`src/rfac_pkg.sv`:
```
`timescale 1ns / 1ps
`default_nettype none

package rfac_pkg;

  // Request codes carried on req_type.
  localparam logic [1:0] REQ_READ   = 2'd0;
  localparam logic [1:0] REQ_WRITE  = 2'd1;
  localparam logic [1:0] REQ_FLUSH  = 2'd2;
  localparam logic [1:0] REQ_UNUSED = 2'd3;

  // Bit positions inside reg_flags.
  localparam int FLAG_VALID = 0;
  localparam int FLAG_INV   = 1;
  localparam int FLAG_WO    = 2;
  localparam int FLAG_W1C   = 3;

  // Control sequencer states.
  typedef enum logic {
    ST_IDLE,
    ST_LOOKUP
  } rfac_state_t;

  // Request held between the lookup cycle and the completion cycle.
  typedef struct packed {
    logic [1:0] req_type;
    logic [7:0] reg_offset;
    logic [2:0] field_shift;
    logic [7:0] field_mask;
    logic [3:0] reg_flags;
    logic [7:0] write_value;
    logic       access;
    logic       load;
    logic       write_back;
  } rfac_req_t;

endpackage

`default_nettype wire

```
`src/rfac_store.sv`:
```
`timescale 1ns / 1ps
`default_nettype none

// Register byte store: one write port, one read port with registered data.
// Entries that were never written since reset read as zero.
module rfac_store #(
  parameter int DEPTH = 256
) (
  input  wire logic                     clk,
  input  wire logic                     rst_n,
  input  wire logic                     wr_en,
  input  wire logic [$clog2(DEPTH)-1:0] wr_idx,
  input  wire logic [7:0]               wr_data,
  input  wire logic                     rd_en,
  input  wire logic [$clog2(DEPTH)-1:0] rd_idx,
  output logic      [7:0]               rd_data
);

  logic [7:0]       mem [DEPTH];
  logic [DEPTH-1:0] written_r;
  logic [7:0]       mem_q_r;
  logic             hit_r;
  logic             fwd_r;
  logic [7:0]       fwd_data_r;

  // Storage array.
  always_ff @(posedge clk) begin
    if (wr_en) begin
      mem[wr_idx] <= wr_data;
    end
    if (rd_en) begin
      mem_q_r <= mem[rd_idx];
    end
  end

  // Per-entry written bits give the cleared-at-reset contents.
  always_ff @(posedge clk) begin
    if (!rst_n) begin
      written_r <= '0;
    end else if (wr_en) begin
      written_r[wr_idx] <= 1'b1;
    end
  end

  // Read side qualifiers, with write-first forwarding on an address match.
  always_ff @(posedge clk) begin
    if (!rst_n) begin
      hit_r <= 1'b0;
      fwd_r <= 1'b0;
    end else if (rd_en) begin
      hit_r <= written_r[rd_idx];
      fwd_r <= wr_en && (wr_idx == rd_idx);
    end
  end

  always_ff @(posedge clk) begin
    if (rd_en) begin
      fwd_data_r <= wr_data;
    end
  end

  assign rd_data = fwd_r ? fwd_data_r : (hit_r ? mem_q_r : 8'h00);

endmodule

`default_nettype wire

```
`src/register_field_access_cache_top.sv`:
```
`timescale 1ns / 1ps
`default_nettype none

// Channel   Ports                                       Handshake
// input     in_req_type .. in_write_value               in_valid / in_ready
// result    out_status .. out_bus_read_valid            out_valid / out_ready
//
// Each item passes an accept step, which looks up the cache and issues the
// store read (and any write-back), and a completion step, which merges the
// loaded byte and updates the cache. The registered store read sets this split.
// Reset clears the cache and marks every store entry as zero through per-entry
// written bits; no clearing pass is needed. While a result waits, the input
// stays ready for one more item, which is then held in its completion state.
module register_field_access_cache_top #(
  parameter int REG_COUNT = 256
) (
  input  wire logic       clk,
  input  wire logic       rst_n,
  input  wire logic       in_valid,
  output logic            in_ready,
  input  wire logic [1:0] in_req_type,
  input  wire logic [7:0] in_reg_offset,
  input  wire logic [2:0] in_field_shift,
  input  wire logic [7:0] in_field_mask,
  input  wire logic [3:0] in_reg_flags,
  input  wire logic [7:0] in_write_value,
  output logic            out_valid,
  input  wire logic       out_ready,
  output logic            out_status,
  output logic      [7:0] out_read_value,
  output logic            out_bus_write_valid,
  output logic      [7:0] out_bus_write_addr,
  output logic      [7:0] out_bus_write_data,
  output logic            out_bus_read_valid
);
  import rfac_pkg::*;

  // Offsets are eight bits, so only the first 256 entries can ever be used.
  localparam int DEPTH = (REG_COUNT < 256) ? REG_COUNT : 256;
  localparam int IDX_W = $clog2(DEPTH);
  localparam int MOD_W = 17;

  // Offset modulo DEPTH by restoring subtraction; four steps cover 8 bits if
  // DEPTH >= 16, which the user must ensure; the block does not enforce it.
  function automatic logic [IDX_W-1:0] store_idx(input logic [7:0] off);
    logic [MOD_W-1:0] v;
    logic [MOD_W-1:0] d;
    v = {{(MOD_W-8){1'b0}}, off};
    for (int k = 3; k >= 0; k--) begin
      d = MOD_W'(DEPTH) << k;
      if (v >= d) begin
        v = v - d;
      end
    end
    return v[IDX_W-1:0];
  endfunction

  rfac_state_t state_r, state_nxt;
  rfac_req_t   req_r;

  logic       cached_valid_r, cached_valid_nxt;
  logic [7:0] cached_offset_r, cached_offset_nxt;
  logic [3:0] cached_flags_r, cached_flags_nxt;
  logic [7:0] read_image_r, read_image_nxt;
  logic [7:0] write_image_r, write_image_nxt;
  logic       write_pending_r, write_pending_nxt;

  logic       out_valid_r;
  logic       out_status_r;
  logic [7:0] out_read_value_r;
  logic       out_bus_write_valid_r;
  logic [7:0] out_bus_write_addr_r;
  logic [7:0] out_bus_write_data_r;
  logic       out_bus_read_valid_r;

  logic       in_fire;
  logic       finish;
  logic       is_access;
  logic       hit;
  logic       need_load;
  logic       need_wb;
  logic [7:0] ld_data;

  // Completion-cycle datapath.
  logic       inv;
  logic       keep_read;
  logic [7:0] base_ri;
  logic [7:0] base_wi;
  logic [7:0] wv;
  logic [7:0] field;
  logic [7:0] clr;
  logic [7:0] rimg;
  logic [7:0] merged_wi;
  logic [7:0] rd_field;

  // Lookup decisions taken from the cache at acceptance.
  always_comb begin
    is_access = ((in_req_type == REQ_READ) || (in_req_type == REQ_WRITE)) &&
                in_reg_flags[FLAG_VALID];
    hit       = cached_valid_r && (cached_offset_r == in_reg_offset);
    need_load = is_access && (!hit || (cached_flags_r != in_reg_flags));
    need_wb   = write_pending_r && (need_load || (in_req_type == REQ_FLUSH));
  end

  rfac_store #(
    .DEPTH (DEPTH)
  ) u_store (
    .clk     (clk),
    .rst_n   (rst_n),
    .wr_en   (in_fire && need_wb),
    .wr_idx  (store_idx(cached_offset_r)),
    .wr_data (write_image_r),
    .rd_en   (in_fire && need_load),
    .rd_idx  (store_idx(in_reg_offset)),
    .rd_data (ld_data)
  );

  // Next state.
  always_comb begin
    state_nxt = state_r;
    unique case (state_r)
      ST_IDLE:   if (in_valid) state_nxt = ST_LOOKUP;
      ST_LOOKUP: if (!out_valid_r || out_ready) state_nxt = ST_IDLE;
      default:   state_nxt = ST_IDLE;
    endcase
  end

  // Sequencer outputs.
  always_comb begin
    in_ready = 1'b0;
    finish   = 1'b0;
    unique case (state_r)
      ST_IDLE:   in_ready = 1'b1;
      ST_LOOKUP: finish   = !out_valid_r || out_ready;
      default:   ;
    endcase
  end

  assign in_fire = in_valid && in_ready;

  always_ff @(posedge clk) begin
    if (!rst_n) begin
      state_r <= ST_IDLE;
    end else begin
      state_r <= state_nxt;
    end
  end

  // Request capture.
  always_ff @(posedge clk) begin
    if (in_fire) begin
      req_r.req_type    <= in_req_type;
      req_r.reg_offset  <= in_reg_offset;
      req_r.field_shift <= in_field_shift;
      req_r.field_mask  <= in_field_mask;
      req_r.reg_flags   <= in_reg_flags;
      req_r.write_value <= in_write_value;
      req_r.access      <= is_access;
      req_r.load        <= need_load;
      req_r.write_back  <= need_wb;
    end
  end

  // Field merge and extract on the loaded or cached images.
  always_comb begin
    inv       = req_r.reg_flags[FLAG_INV];
    keep_read = req_r.reg_flags[FLAG_WO] || req_r.reg_flags[FLAG_W1C];
    base_ri   = req_r.load ? ld_data : read_image_r;
    base_wi   = req_r.load ? (keep_read ? 8'h00 : ld_data) : write_image_r;
    wv        = inv ? ~req_r.write_value : req_r.write_value;
    field     = (wv & req_r.field_mask) << req_r.field_shift;
    clr       = req_r.field_mask << req_r.field_shift;
    merged_wi = (base_wi & ~clr) | field;
    rimg      = inv ? ~base_ri : base_ri;
    rd_field  = (rimg >> req_r.field_shift) & req_r.field_mask;
  end

  // Cache update for the completing item.
  always_comb begin
    cached_valid_nxt  = cached_valid_r;
    cached_offset_nxt = cached_offset_r;
    cached_flags_nxt  = cached_flags_r;
    read_image_nxt    = read_image_r;
    write_image_nxt   = write_image_r;
    write_pending_nxt = write_pending_r;
    if (req_r.req_type == REQ_FLUSH) begin
      cached_valid_nxt  = 1'b0;
      write_pending_nxt = 1'b0;
    end else if (req_r.access) begin
      if (req_r.load) begin
        cached_valid_nxt  = 1'b1;
        cached_offset_nxt = req_r.reg_offset;
        cached_flags_nxt  = req_r.reg_flags;
      end
      if (req_r.req_type == REQ_WRITE) begin
        write_image_nxt   = merged_wi;
        read_image_nxt    = keep_read ? base_ri : merged_wi;
        write_pending_nxt = 1'b1;
      end else begin
        read_image_nxt    = base_ri;
        write_image_nxt   = keep_read ? base_wi : base_ri;
        write_pending_nxt = req_r.load ? 1'b0 : write_pending_r;
      end
    end
  end

  always_ff @(posedge clk) begin
    if (!rst_n) begin
      cached_valid_r  <= 1'b0;
      cached_offset_r <= '0;
      cached_flags_r  <= '0;
      read_image_r    <= '0;
      write_image_r   <= '0;
      write_pending_r <= 1'b0;
    end else if (finish) begin
      cached_valid_r  <= cached_valid_nxt;
      cached_offset_r <= cached_offset_nxt;
      cached_flags_r  <= cached_flags_nxt;
      read_image_r    <= read_image_nxt;
      write_image_r   <= write_image_nxt;
      write_pending_r <= write_pending_nxt;
    end
  end

  // Result register.
  always_ff @(posedge clk) begin
    if (!rst_n) begin
      out_valid_r <= 1'b0;
    end else if (finish) begin
      out_valid_r <= 1'b1;
    end else if (out_ready) begin
      out_valid_r <= 1'b0;
    end
  end

  always_ff @(posedge clk) begin
    if (finish) begin
      out_status_r          <= ((req_r.req_type == REQ_READ) ||
                                (req_r.req_type == REQ_WRITE)) && !req_r.access;
      out_read_value_r      <= (req_r.access && (req_r.req_type == REQ_READ)) ?
                               rd_field : 8'h00;
      out_bus_write_valid_r <= req_r.write_back;
      out_bus_write_addr_r  <= req_r.write_back ? cached_offset_r : 8'h00;
      out_bus_write_data_r  <= req_r.write_back ? write_image_r : 8'h00;
      out_bus_read_valid_r  <= req_r.load;
    end
  end

  assign out_valid           = out_valid_r;
  assign out_status          = out_status_r;
  assign out_read_value      = out_read_value_r;
  assign out_bus_write_valid = out_bus_write_valid_r;
  assign out_bus_write_addr  = out_bus_write_addr_r;
  assign out_bus_write_data  = out_bus_write_data_r;
  assign out_bus_read_valid  = out_bus_read_valid_r;

endmodule

`default_nettype wire

```
`config.mk`:
```
export PLATFORM = sky130hd
export DESIGN_NAME = register_field_access_cache_top
export DESIGN_NICKNAME = d
export VERILOG_FILES = /design/src/rfac_pkg.sv /design/src/rfac_store.sv /design/src/register_field_access_cache_top.sv
export SDC_FILE = /design/constraint.sdc
export NUM_CORES = 2
export LEC_CHECK = 0
export BUFFER_PORTS_ARGS = -buffer_cell sky130_fd_sc_hd__clkbuf_2
export CORE_MARGIN = 8
export CORE_UTILIZATION = 60
export DETAILED_ROUTE_END_ITERATION = 7
export PLACE_DENSITY = 0.76
export SETUP_SLACK_MARGIN = 0.05
export SLEW_MARGIN = 20
export SYNTH_ARGS = -nofsm -noshare
export SYNTH_HDL_FRONTEND = slang
export SYNTH_SLANG_ARGS = --single-unit
```
`constraint.sdc`:
```
create_clock -name clk -period 13.8 [get_ports clk]
set_input_delay 0.69 -clock clk [delete_from_list [all_inputs] [get_ports clk]]
set_output_delay 0.69 -clock clk [all_outputs]
set_load 0.01 [all_outputs]
```
==> impl_metrics.toml <==
[timing]
finalSetupTns_ns = 0
period_minus_slack_ns = 4.940
fmax_mhz = 202.4
tightest_slew_ns = 1.204
rsz0062_at_grt = "false"
min_period_over_period_pct = 35.80
clock_skew_ns = 0.02791
max_slew_margin_pct = 19.73
slew_violations = 0
hold_violations = 0
setup_violations = 0
setup_ws_ns = 8.860

[setup_path]
r2r_cells = 8
r2r_start = "cached_offset_r[7]"
worstReg2RegEnd = "u_store.mem[204][6]"
cp-startpoint = "in_reg_offset[0]"
crit_end = "u_store.mem_q_r[2]"
start_kind = "input pin"
critPathKind = "input pin to register"
end_kind = "register"
cp_max_fo = 84
cp_data_arrival_time_ns = 5.54
r2r_slack_ns = 9.85
crit_required_ns = 14.40

[clock_network]
cts-htree-levels = 4
ctsResizeCount = 0
cts_buffers = 222
hold_buffers = 17
cts_setup_buffers = 0
cts_num_sinks = 2417
clk_pin_slew_worst_paths_ns = 0.06
cts_tree = "built"
root_buffer = "clkbuf_16"
clk_path_buf_depth = 3
worstSkewPairLatency_ns = 0.85

[yosys]
synthAdderAreaFrac_pct = 0
ys_top_cells_by_area = "edfxtp_1 (68%), mux4_2 (14%), dfxtp_1 (6.2%)"
yosysTopAreaCell = "edfxtp_1"
synth_ff_type = "edfxtp_1"
yosys.area_share.xor_xnor_pct = 0.2060
synth_common_cells = "edfxtp_1 (2127), mux4_2 (565), nor2_1 (303), dfxtp_1 (290), o21a_1 (259)"
synthMuxAreaShare_pct = 14.21
async_flop_share_pct = 0
avgSynthCellArea_um2 = 19.58
seq_area_frac_synth_pct = 74.51
synthSimpleGateAreaFrac_pct = 2.976
synth.cell_area_mm2 = 0.09352
ys_warn_count = 0
synth_compound_area_share_pct = 6.345
syn-num-nets = 4814
synth.distinct_cells = 73
synth_edf_count = 2127
synth_cells = 4777
synthMostInstantiatedCell = "edfxtp_1"
synth_top_family_by_area = "multiplexers"
synth_top_area_share_pct = 68.30
synth-seq-cells = 2417

[floorplanning]
die_area_mm2 = 0.1687
die_w_um = 410.8
rows = 145
dieHeight_um = 410.8
coreArea_mm2 = 0.1555
start_util_pct = 60.15
ios = 66

[routing]
met3_length_um = 25750
first_iter_violations = 6946
wl_per_cell_um = 31.98
routed_via_density = 6.917
highest_layer = "met4"
met2WireLength_um = 105700
dr.pass1.iters = 6
wl_met1_um = 86470
routed-via-count = 49140
drc = 0
ant_nets = 0
wl_um = 227200

[placed_design]
placed_cell_area_mm2 = 0.09560
hpwl_um = 131200
preCtsSetupSlack_ns = 8.027
place.gp.congestion = 0.8430
io_buffers = 65

[final_layout]
stdcell_area_mm2 = 0.1029
drive_gt1_share_pct = 21.89
multi_input_area_mm2 = 0.02224
seq_area_mm2 = 0.06971
n_antenna_cell = 0
fillers = 9627
area_growth_pct = 10.08
final_nets = 4884

[pwr]
vdd_drop_max_v = 0.0001113
powerDensity_mw_per_mm2 = 140.2
power.leakage_uw = 0.02937

[global_route]
grt_overflow = 0
grt_max_degree = 198
grt_pass1_wl_um = 331600
antenna_found_initial = 2
grt_pass1_vias = 48220
grtUsageTotal_pct = 26.61

[min_path]
hold_class = "input pin to register"

[status]
outcome = "complete, no violations"

[run]
maxCapViolCount = 0
[kinds of logic after synthesis]
logic type	after synthesis
AND/OR/NAND/NOR	592
multiplexers	620
buffers and inverters	328
XOR/XNOR	22
flip-flops	2417
AO/OA/AOI/OAI	798
[placed cells by master (no fill, tap or decap), types with 11 or more instances in the layout]
cell and count:
a21boi_0 11, a21oi_1 111, a221oi_1 41, a221oi_2 23, a22o_1 66, a22oi_1 129, a31oi_1 15, and2_1 19
buf_4 69, clkbuf_1 68, clkbuf_16 228, clkbuf_2 62, clkbuf_8 26, clkinv_1 36, clkinv_2 43, dfxtp_1 282
dlygate4sd3_1 17, edfxtp_1 2127, mux2i_1 47, mux4_2 565, nand2_1 101, nand2b_1 18, nand3_1 13, nor2_1 297
nor2b_1 17, nor3_1 43, o21a_1 259, o21ai_0 24, o221ai_1 15, o22ai_1 56, xor2_1 15
[per-stage QoR]
stage | util, % | total power (uW) | cells | hold WS (ns)
final | 66.21 | 14430 | 7105 | 0.06919
after global routing | 66.21 | 14760 | 7105 | 0.02879
after CTS | 66.17 | 14460 | 7103 | 0.005389
after detailed placement | 61.48 | 8599 | 6662 | 0.4476
after global placement | 61.48 | 8594 | 6662 | 0.4403
after floorplan | - | 8425 | 4777 | 0.4352
[worst max-delay path: stages]
cell,delay (ns)
buf_8,0.40
buf_12,0.61
buf_4,0.80
mux4_2,0.59
a22o_1,0.28
a221oi_2,0.24
o22ai_1,0.21
nor3_1,0.61
o22ai_1,0.51
or2_1,0.35
[area by class of cell]
type | instances | area share [%]
Tap cell | 2058 | 2.501
Inverter | 11 | 0.04011
Clock inverter | 102 | 0.7718
Sequential cell | 2417 | 67.71
Timing Repair Buffer | 163 | 1.229
Multi-Input combinational cell | 2032 | 21.61
Clock buffer | 322 | 6.138
[registers in the layout, indices dropped and copies added, names as in the netlist]
signal,count
u_store.hit_r,1
u_store.fwd_r,1
cached_valid_r,1
out_read_value,8
u_store.mem,2048
u_store.fwd_data_r,8
read_image_r,8
out_bus_write_addr,8
u_store.mem_q_r,8
out_bus_read_valid,1
cached_offset_r,8
cached_flags_r,4
inv,1
req_r,35
out_status,1
out_bus_write_data,8
u_store.written_r,256
out_valid,1
out_bus_write_valid,1
write_image_r,8
write_pending_r,1
state_r,1
[metal layers]
metal / vias to the layer above / track usage (%)
met5: - / 0
met4: 0 / 10.21
met3: 495 / 6.503
met2: 3157 / 40.65
met1: 25670 / 37.72
li1: 19830 / -
[where the power goes]
part	internal [uW]	leakage (uW)	switching [uW]
combinational	186	0.00678	354
clock	3330	0.00349	2650
sequential	7890	0.0191	27.1
[how the worst min path moves through the flow]
stage / start / end / slack [ns] / depth (start not counted)
5_1_grt: in_write_value[2] / req_r[5] / 0.03 / 1
3_5_place_dp: u_store.written_r[78] / u_store.written_r[78] / 0.45 / 1
3_3_place_gp: u_store.written_r[190] / u_store.written_r[190] / 0.44 / 1
2_1_floorplan: u_store.written_r[211] / u_store.written_r[211] / 0.44 / 1
6_report: in_write_value[2] / req_r[5] / 0.07 / 1
4_1_cts: in_write_value[2] / req_r[5] / 0.005 / 1
Note: power is estimated with default switching activity, not from simulation.
